File: src/hw/rtl/vgr_pkg.sv
// Shared types, codes and constants of the variable-width glyph rasterizer.
`default_nettype none

package vgr_pkg;

  // Default sizes of the font storage and of the glyph limits.
  localparam int unsigned DEF_MAX_GLYPHS  = 256;
  localparam int unsigned DEF_ATLAS_BYTES = 16384;
  localparam int unsigned DEF_MAX_WIDTH   = 64;
  localparam int unsigned DEF_MAX_HEIGHT  = 32;

  // Most rows that one render may emit.
  localparam int unsigned RESULT_CAP = 32;

  // Port widths.
  localparam int unsigned CFG_IDX_W  = 2;
  localparam int unsigned CFG_DATA_W = 12;
  localparam int unsigned S_TDATA_W  = 88;
  localparam int unsigned S_TUSER_W  = 2;
  localparam int unsigned M_TDATA_W  = 120;
  localparam int unsigned M_TUSER_W  = 1;

  // Internal widths.
  localparam int unsigned ROW_BITS_W = 64;
  localparam int unsigned WIDTH_W    = 7;
  localparam int unsigned ROW_W      = 6;
  localparam int unsigned BIT_ADDR_W = 21;
  localparam int unsigned BYTE_ADDR_W = BIT_ADDR_W - 2;
  localparam int unsigned SLOT_W     = 4;
  localparam int unsigned STREAM_W   = 72;

  // Command codes carried on the input tuser.
  localparam logic [S_TUSER_W-1:0] CMD_LOAD_OFFSET = 2'd0;
  localparam logic [S_TUSER_W-1:0] CMD_LOAD_ATLAS  = 2'd1;
  localparam logic [S_TUSER_W-1:0] CMD_RENDER      = 2'd2;

  // Configuration register indexes.
  localparam logic [CFG_IDX_W-1:0] REG_FIRST_CODE  = 2'd0;
  localparam logic [CFG_IDX_W-1:0] REG_END_CODE    = 2'd1;
  localparam logic [CFG_IDX_W-1:0] REG_GLYPH_ROWS  = 2'd2;
  localparam logic [CFG_IDX_W-1:0] REG_ATLAS_PITCH = 2'd3;

  // Configuration reset values.
  localparam logic [7:0]  RST_FIRST_CODE  = 8'd32;
  localparam logic [8:0]  RST_END_CODE    = 9'd127;
  localparam logic [5:0]  RST_GLYPH_ROWS  = 6'd8;
  localparam logic [11:0] RST_ATLAS_PITCH = 12'd128;

  typedef enum logic [2:0] {
    ST_IDLE,
    ST_LOOK0,
    ST_LOOK1,
    ST_LOOK2,
    ST_ROW,
    ST_FETCH,
    ST_DRAIN,
    ST_EMIT
  } state_e;

  // Commands from the controller to the datapath.
  typedef struct packed {
    logic ld_offset;
    logic ld_atlas;
    logic take;
    logic rd_first;
    logic rd_next;
    logic set_glyph;
    logic row_init;
    logic issue;
    logic emit;
    logic row_next;
  } dp_cmd_t;

  // Status from the datapath to the controller.
  typedef struct packed {
    logic code_ok;
    logic glyph_ok;
    logic last_issue;
    logic last_row;
    logic out_free;
  } dp_stat_t;

endpackage

`default_nettype wire

File: src/hw/rtl/vgr_ctrl.sv
// Controller state machine of the glyph rasterizer.
`default_nettype none

module vgr_ctrl (
  input  wire logic                               clk_i,
  input  wire logic                               rst_ni,
  input  wire logic                               s_axis_tvalid,
  input  wire logic [vgr_pkg::S_TUSER_W-1:0]      s_axis_tuser,
  output logic                                    s_axis_tready,
  input  wire vgr_pkg::dp_stat_t                  stat_i,
  output vgr_pkg::dp_cmd_t                        cmd_o
);

  vgr_pkg::state_e state_q, state_d;

  always_ff @(posedge clk_i or negedge rst_ni) begin
    if (!rst_ni) begin
      state_q <= vgr_pkg::ST_IDLE;
    end else begin
      state_q <= state_d;
    end
  end

  always_comb begin
    state_d       = state_q;
    cmd_o         = '0;
    s_axis_tready = 1'b0;
    unique case (state_q)
      vgr_pkg::ST_IDLE: begin
        s_axis_tready = 1'b1;
        if (s_axis_tvalid) begin
          unique case (s_axis_tuser)
            vgr_pkg::CMD_LOAD_OFFSET: cmd_o.ld_offset = 1'b1;
            vgr_pkg::CMD_LOAD_ATLAS:  cmd_o.ld_atlas  = 1'b1;
            vgr_pkg::CMD_RENDER: begin
              cmd_o.take = 1'b1;
              state_d    = vgr_pkg::ST_LOOK0;
            end
            default: ;
          endcase
        end
      end
      vgr_pkg::ST_LOOK0: begin
        if (stat_i.code_ok) begin
          cmd_o.rd_first = 1'b1;
          state_d        = vgr_pkg::ST_LOOK1;
        end else begin
          state_d = vgr_pkg::ST_IDLE;
        end
      end
      vgr_pkg::ST_LOOK1: begin
        cmd_o.rd_next = 1'b1;
        state_d       = vgr_pkg::ST_LOOK2;
      end
      vgr_pkg::ST_LOOK2: begin
        if (stat_i.glyph_ok) begin
          cmd_o.set_glyph = 1'b1;
          state_d         = vgr_pkg::ST_ROW;
        end else begin
          state_d = vgr_pkg::ST_IDLE;
        end
      end
      vgr_pkg::ST_ROW: begin
        cmd_o.row_init = 1'b1;
        state_d        = vgr_pkg::ST_FETCH;
      end
      vgr_pkg::ST_FETCH: begin
        cmd_o.issue = 1'b1;
        if (stat_i.last_issue) begin
          state_d = vgr_pkg::ST_DRAIN;
        end
      end
      vgr_pkg::ST_DRAIN: begin
        state_d = vgr_pkg::ST_EMIT;
      end
      vgr_pkg::ST_EMIT: begin
        if (stat_i.out_free) begin
          cmd_o.emit = 1'b1;
          if (stat_i.last_row) begin
            state_d = vgr_pkg::ST_IDLE;
          end else begin
            cmd_o.row_next = 1'b1;
            state_d        = vgr_pkg::ST_ROW;
          end
        end
      end
    endcase
  end

endmodule

`default_nettype wire

File: config.mk
export PLATFORM = sky130hd
export DESIGN_NAME = vgr_ctrl
export DESIGN_NICKNAME = d
export VERILOG_FILES = /design/src/hw/rtl/vgr_pkg.sv /design/src/hw/rtl/vgr_ctrl.sv
export SDC_FILE = /design/constraint.sdc
export NUM_CORES = 1
export LEC_CHECK = 0
export BUFFER_PORTS_ARGS = -buffer_cell sky130_fd_sc_hd__buf_2
export CAP_MARGIN = 20
export CORE_AREA = 2 2 39 41
export CTS_CLUSTER_SIZE = 25
export DETAILED_ROUTE_END_ITERATION = 12
export DIE_AREA = 0 0 41 43
export GPL_TIMING_DRIVEN = 0
export PLACE_DENSITY_LB_ADDON = 0.12
export SLEW_MARGIN = 20
export SYNTH_ARGS = -nofsm -noshare
export SYNTH_HDL_FRONTEND = slang
export SYNTH_SLANG_ARGS = --single-unit
File: constraint.sdc
create_clock -name clk_i -period 2.45 [get_ports clk_i]
set_input_delay 0.245 -clock clk_i [delete_from_list [all_inputs] [get_ports clk_i]]
set_output_delay 0.245 -clock clk_i [all_outputs]
set_load 0.005 [all_outputs]
# Word level (Yosys, flattened, before mapping)

Index checks and enable logic that the tools add are counted.

Logic and storage cells: 41
Bits in registers: 3

Reductions and logical operators: 3
Muxes and demuxes: 24
Equality and inequality tests: 13

Operators with widths:

| cell                                                                  | count |
|---|---|
| 3-bit two-way mux                                                     | 8 |
| 3-bit one-hot mux with 8 select lines                                 | 1 |
| 3-bit equality test, second input constant                            | 4 |
| 1-bit two-way mux                                                     | 12 |
| 3-bit by 2-bit equality test with 1-bit output, second input constant | 2 |
| 2-bit two-way mux                                                     | 3 |
| 2-bit != test, second input constant                                  | 3 |
| 4-bit AND reduction                                                   | 1 |
| 3-bit by 1-bit equality test with 1-bit output, second input constant | 1 |
| 3-bit logical NOT                                                     | 1 |
| 2-bit by 1-bit equality test with 1-bit output, second input constant | 1 |
| 2-bit equality test, second input constant                            | 1 |
| 2-bit logical NOT                                                     | 1 |
| 2-bit by 1-bit != test with 1-bit output, second input constant       | 1 |

# Depth between registers and ports, before layout

Gate-level depths: netlist of the first run.

Depth in word-level cells: 4
Mapped depth: 4
Mapped depth without buffers: 3

# Worst setup path before layout of the first run

Ideal clock, no wire load.

Kind: register to output
From: register state_q[1]
To: output port cmd_o[8] (netlist bit)
Slack: 1.094 ns
Arrival: 1.111 ns
Data required time: 2.205 ns
Cell stages (with the launch flop): 5
Cells stage by stage: dfrtp_1 > buf_6 > or3_4 > inv_2 > and4b_1

RTL lines:

| item                   | RTL line       | source |
|---|---|---|
| start, declared        | vgr_ctrl.sv:14 | `vgr_pkg::state_e state_q, state_d;` |
| start signal, assigned | vgr_ctrl.sv:18 | `state_q <= vgr_pkg::ST_IDLE;` |
| start signal, assigned | vgr_ctrl.sv:20 | `state_q <= state_d;` |
| end, declared          | vgr_ctrl.sv:11 | `output vgr_pkg::dp_cmd_t cmd_o` |

==> flow_metrics.tcl, run 1 <==
set metrics [dict create \
    cp_top_family "simple AND/OR/NAND/NOR gates" \
    start_kind "flip-flop" \
    drt_pre_antenna_iters 4 \
    share_clk_of_total_power_pct 21.1 \
    ff2ff_path_depth 3 \
    yosys-top-cells-count "3 x sky130_fd_sc_hd__dfrtp_1, 3 x sky130_fd_sc_hd__nor2_1, 3 x sky130_fd_sc_hd__nor3_1" \
    hold_viol 0 \
    grt_max_degree 11 \
    top_register "state_q" \
    crit_buf_inv 1 \
    netlist_area_um2 279 \
    post_dp_hpwl_um 565 \
    post_synthesis_mean_instance_area_um2 9.00 \
    tns_ns 0 \
    number_of_post_cts_setup_repair_buffers 0 \
    power_switching_uw 161 \
    rsz_0062_raised_after_global_routing "false" \
    setup_ws_ns 0.737 \
    floorplan.initialDensity_pct 20.2 \
    detail-route-antenna-nets 0 \
    cts_made_buffers 3 \
    maxSlewHeadroom_pct 83.7 \
    cap_violations 0 \
    grt_first_pass_wirelength_um 1110 \
    final-setup-viol-count 0 \
    wl_per_cell_um 10.3 \
    max_clock_freq_mhz 584 \
    timing.setup.critical_path_class "flip-flop to output port" \
    critical_path.slowest_cell "sky130_fd_sc_hd__dfrtp_1" \
    timing.hold.worst_path_depth 3 \
    grt_antenna_before_repair 0 \
    dieHeight_um 43 \
    slew_violations 0 \
    routed-via-count 320 \
    max_slew.worst_pin.slew_ns 0.244 \
    syn_nets 41 \
    ys_seq_elements 3 \
    pre_cts_slack_ns 0.975 \
    sequential_fraction_of_the_synthesis_area_pct 26.9 \
    grt_util_all_layers_pct 9.35 \
    crit_fanout 8 \
    cellPowerDensity_mw_per_mm2 955 \
    floorplan.core_area_mm2 0.00138 \
    detail_route.wirelength_um 738 \
    postSynth.asyncResetShare_pct 100 \
    cp_cell_sequence "or3_4, nor4b_2, buf_2" \
    final_min_period_over_clock_period_pct 69.9 \
    timing.clock.skew_ns 0.000964 \
    fin_worst_hold_slack_ns 0.308 \
    n_antenna_cell 0 \
    reg_top3 "state_q: 3 flops" \
    synth_enable_flop_cells 0 \
    area_growth_pct 56.1 \
    port_buffers 20 \
    pwr-share-seq_pct 22.5 \
    largest_reg_flops 3 \
    vdd_ir_max_mv 0.297 \
    post_cts_clock_slew_at_the_launch_and_capture_registers_of_the_worst_setup_and_hold_paths_ns 0.04 \
    switching_share_of_total_power_pct 38.7 \
    clock_network_latency_to_the_later_pin_of_the_worst_skew_pair_ns 0.24 \
    clk_path_buf_depth 2 \
    h-tree-depth 1 \
    cts.root.buffer_cell "sky130_fd_sc_hd__clkbuf_4" \
    clk_sinks 3 \
    synthesis.yosys.warnings 0 \
    netlist.area_leader.share_pct 26.9 \
    tritoncts "done" \
    io_pins 21 \
    post_layout_min_period_ns 1.71 \
    cp.arrival_ns 1.47 \
    final_nets 67 \
    fp.dieArea_mm2 0.00176 \
    min_path_type "input port to flip-flop" \
    rows 14 \
    holdCritStartpoint "stat_i[3]" \
    num-fill-cells 158 \
    synth_area_leaders "sky130_fd_sc_hd__dfrtp_1 27%, sky130_fd_sc_hd__nand4bb_2 5.8%, sky130_fd_sc_hd__nor3_1 5.4%" \
    detailedRoute.firstIterationViolations 5 \
    finalWeightedCongestion 0.620 \
    netlist-cell-type-count 22 \
    ff_to_ff_start "state_q[0]" \
    cell_accounting_for_the_most_synthesized_area "sky130_fd_sc_hd__dfrtp_1" \
    p_leak_nw 0.234 \
    grt_pass1_vias 249 \
    yosys_most_used_dff "sky130_fd_sc_hd__dfrtp_1" \
    power.share.combinational_pct 56.4 \
    p_total_uw 416 \
    drt-vias-per-instance 4.44 \
    worstSetupPathDepth 3 \
    layout-drive-gt1-share_pct 53.6 \
    critPathMaxStageDelay_ns 0.45 \
    crit_path_start "state_q[2]" \
    drc 0 \
    critPathCaptureType "output port" \
    synthCells 31 \
    run_status "completed" \
    cp_data_required_time_ns 2.20 \
    globalRouteOverflowTotal 0 \
    floorplan.die.width_um 41 \
    internal_power_uw 255 \
]
==> through the flow <==
step,utilization [%],std cells,area (um^2)
after floorplan,-,31,279
after global placement,28.8,67,399
after detailed placement,28.8,67,399
after CTS,31.5,72,435
after global routing,31.5,72,435
final,31.5,72,435
==> kinds of logic after synthesis <==
group                  Yosys count  share of synthesized area, %
muxes                            1                          4.04
and+or+nand+nor                 20                          52.0
buffers and inverters            5                          10.8
AOI/OAI and AO/OA                2                          6.28
DFF                              3                          26.9
==> tightest hold or removal path: stages <==
cell and delay [ns]:
sky130_fd_sc_hd__buf_2 0.09, sky130_fd_sc_hd__nand3_1 0.09, sky130_fd_sc_hd__a2bb2oi_1 0.07
==> worst paths after layout <==
kind | slack (ns) | endpoint
max | 0.74 | cmd_o[9]
min | 0.31 | state_q[2]
max reg2reg | 1.37 | state_q[0]
min reg2reg | 0.61 | state_q[0]
max in group asynchronous | 2.01 | state_q[2]
min in group asynchronous | 0.33 | state_q[1]
==> power groups by stage <==
stage                     clock network [mW]  registers, mW  logic [mW]
after floorplan                            0         0.0889       0.165
after global placement                     0         0.0947       0.237
after detailed placement                   0         0.0952       0.235
after CTS                             0.0933         0.0946       0.238
after global routing                  0.0968         0.0988       0.257
final                                 0.0879         0.0934       0.234
==> cell usage in the layout (no fill, tap or decap) <==
cell type                        n
sky130_fd_sc_hd__nand3b_1        1
sky130_fd_sc_hd__buf_2          20
sky130_fd_sc_hd__nor3b_1         1
sky130_fd_sc_hd__nor2_1          3
sky130_fd_sc_hd__clkbuf_4        4
sky130_fd_sc_hd__dfrtp_1         3
sky130_fd_sc_hd__nand4bb_1       1
sky130_fd_sc_hd__nor4b_2         1
sky130_fd_sc_hd__clkbuf_1        1
sky130_fd_sc_hd__inv_2           1
sky130_fd_sc_hd__a2bb2oi_1       1
sky130_fd_sc_hd__nor3_1          3
sky130_fd_sc_hd__mux2_2          1
sky130_fd_sc_hd__inv_1           2
sky130_fd_sc_hd__dlygate4sd3_1   1
sky130_fd_sc_hd__nand3_1         2
sky130_fd_sc_hd__and4b_1         1
sky130_fd_sc_hd__nand2_1         2
sky130_fd_sc_hd__nand4bb_2       1
sky130_fd_sc_hd__or2b_1          1
sky130_fd_sc_hd__nand4b_1        1
sky130_fd_sc_hd__buf_6           1
sky130_fd_sc_hd__a32oi_1         1
sky130_fd_sc_hd__or3_4           1
sky130_fd_sc_hd__nand4_1         1
==> what timing repair did <==
item | 4_1_cts | 5_1_grt
endpoints found under the hold margin | 3 | 0
gates resized for setup | 0 | 0
hold buffers | 1 | 0
==> routing by layer <==
layer / vias up / global-route usage, % / share of wire [%]
met4: 0 / 2.00 / 0
met1: 142 / 13.5 / 48
met2: 14 / 11.9 / 43
li1: 164 / - / -
met3: 0 / 5.24 / 8.7
met5: - / 0 / 0
==> layout make-up <==
type	instances	area (um^2)	area share [%]
repair buffers	21	110	25.3
inverters	3	11.3	2.59
flip-flops and latches	3	75.1	17.2
well taps	16	20.0	4.60
multi-input cells	23	174	39.9
plain buffers	2	18.8	4.31
clock buffers	4	26.3	6.03
Note: power is estimated with default switching activity, not from simulation.
==> run 2, diff against run 1 <==
- clock period: 2.45 -> 1.73 ns (I/O delays scaled with it)
==> run 2 against run 1 <==
Final cell count down 1.4%. Setup slack worse by 0.65 ns. Global-route usage unchanged. Via count down 0.94%. Register-to-register slack worse by 0.70 ns. Power up 39%.
==> flow_metrics.tcl, run 2 (synthesized netlist as in run 1, its figures left out) <==
set metrics [dict create \
    top_register "state_q" \
    final-setup-viol-count 0 \
    max_clock_freq_mhz 608 \
    critical_path.slowest_cell "sky130_fd_sc_hd__or3_4" \
    largest_reg_flops 3 \
    critPathCaptureType "output port" \
    maxSlewHeadroom_pct 79.6 \
    slew_violations 0 \
    io_pins 21 \
    cap_violations 0 \
    placed_cell_area_um2 399 \
    clk_sinks 3 \
    detail-route-antenna-nets 0 \
    n_antenna_cell 0 \
    area_growth_pct 57.0 \
    routed-via-count 317 \
    floorplan.die.width_um 41 \
    timing.hold.worst_path_depth 3 \
    cp.arrival_ns 1.47 \
    reg_top3 "state_q: 3 flops" \
    final_nets 66 \
    p_leak_nw 0.234 \
    dieHeight_um 43 \
    timing.clock.skew_ns 0.000996 \
    detail_route.wirelength_um 742 \
    number_of_post_cts_setup_repair_buffers 0 \
    ff2ff_path_depth 2 \
    layout.cells.most_common_list "20 x sky130_fd_sc_hd__buf_2, 3 x sky130_fd_sc_hd__nor2_1, 3 x sky130_fd_sc_hd__nor3_1, 3 x sky130_fd_sc_hd__clkbuf_4" \
    cts_made_buffers 3 \
    max_slew.worst_pin.slew_ns 0.306 \
    drc 0 \
    tns_ns 0 \
    cp_cell_sequence "buf_6, or3_4, nor4b_4, buf_2" \
    cp_data_required_time_ns 1.56 \
    detailedRoute.firstIterationViolations 8 \
    final_common_cell "sky130_fd_sc_hd__buf_2" \
    timing.setup.critical_path_class "flip-flop to output port" \
    globalRouteOverflowTotal 0 \
    clock_network_latency_to_the_later_pin_of_the_worst_skew_pair_ns 0.24 \
    finalWeightedCongestion 0.620 \
    clk_path_buf_depth 2 \
    port_buffers 20 \
    cts.root.buffer_cell "sky130_fd_sc_hd__clkbuf_4" \
    crit_fanout 10 \
    floorplan.core_area_mm2 0.00138 \
    layout-drive-gt1-share_pct 54.5 \
    post_dp_hpwl_um 565 \
    num-fill-cells 154 \
    final_min_period_over_clock_period_pct 95.1 \
    drt-vias-per-instance 4.46 \
    post_cts_clock_slew_at_the_launch_and_capture_registers_of_the_worst_setup_and_hold_paths_ns 0.04 \
    min_path_type "input port to flip-flop" \
    critPathMaxStageDelay_ns 0.39 \
    rows 14 \
    post_layout_min_period_ns 1.65 \
    h-tree-depth 1 \
    hold_viol 0 \
    layout.cell_area.non_filler_um2 438 \
    fp.dieArea_mm2 0.00176 \
    vdd_ir_max_mv 0.429 \
    grt_max_degree 11 \
    grt_first_pass_wirelength_um 1110 \
    rsz_0062_raised_after_global_routing "false" \
    grt_util_all_layers_pct 9.35 \
    start_kind "flip-flop" \
    wl_per_cell_um 10.5 \
    cellPowerDensity_mw_per_mm2 1320 \
    floorplan.initialDensity_pct 20.2 \
    tritoncts "done" \
    drt_pre_antenna_iters 4 \
    grt_pass1_vias 249 \
    run_status "completed" \
    grt_antenna_before_repair 0 \
]
[run 2: changes by cell type in the layout (fill, tap and decap cells not counted)]
cell,before,now
sky130_fd_sc_hd__dfrtp_1,3,2
sky130_fd_sc_hd__dfrtp_2,0,1
sky130_fd_sc_hd__clkbuf_4,4,3
sky130_fd_sc_hd__nor4b_2,1,0
sky130_fd_sc_hd__nor4b_4,0,1
[run 2: metal layers]
layer	vias up	GRT usage (%)	wire length [um]
met5	-	0	0
met1	142	13.5	352
met2	14	11.9	325
met4	0	2.00	0
li1	161	-	-
met3	0	5.24	64
[run 2: metrics by stage]
| step | std cells | setup slack [ns] | hold slack (ns) | power, mW | utilization (%) |
|---|---|---|---|---|---|
| detailed placement | 67 | 0.327 | -0.0288 | 0.468 | 28.8 |
| global route | 71 | 0.0115 | 0.229 | 0.630 | 31.6 |
| global placement | 67 | 0.324 | -0.0269 | 0.470 | 28.8 |
| CTS | 72 | 0.0671 | 0.228 | 0.603 | 31.5 |
| finish | 71 | 0.0845 | 0.233 | 0.578 | 31.6 |
| floorplan | 31 | 0.446 | -0.123 | 0.360 | - |
[run 2: cell type report]
type                            count  area [um^2]  area share (%)
Buffer                              1         11.3            2.57
Clock buffer                        4         26.3            6.00
Inverter                            3         11.3            2.57
Multi-Input combinational cell     23          183            41.7
Sequential cell                     3         76.3            17.4
Tap cell                           16         20.0            4.57
Timing Repair Buffer               21          110            25.1
[run 2: power breakdown]
group / switching, mW / internal, mW / total (mW) / leakage (nW)
Combinational: 0.132 / 0.157 / 0.290 / 0.186
Sequential: 0.0571 / 0.107 / 0.164 / 0.0331
Clock: 0.0380 / 0.0865 / 0.124 / 0.0150
[run 2: what timing repair did]
action / 4_1_cts / 5_1_grt
gates resized for setup: 0 / 2
endpoints found under the hold margin: 3 / 0
hold buffers: 1 / 0
setup endpoints to repair: 0 / 1
[run 2: worst max-delay path, delay by kind of cell (launching register included)]
kind | cells | cell delay, ns
AND/OR/NAND/NOR | 2 | 0.59
buffers and inverters | 2 | 0.27
flip-flops | 1 | 0.36
[run 2: final timing paths]
| path | slack [ns] | start | end |
|---|---|---|---|
| max | 0.08 | state_q[1] | cmd_o[9] |
| min reg2reg | 0.64 | state_q[2] | state_q[1] |
| min | 0.23 | stat_i[3] | state_q[2] |
| min in group asynchronous | 0.26 | rst_ni | state_q[1] |
| max reg2reg | 0.67 | state_q[0] | state_q[0] |
| max in group asynchronous | 1.35 | rst_ni | state_q[2] |
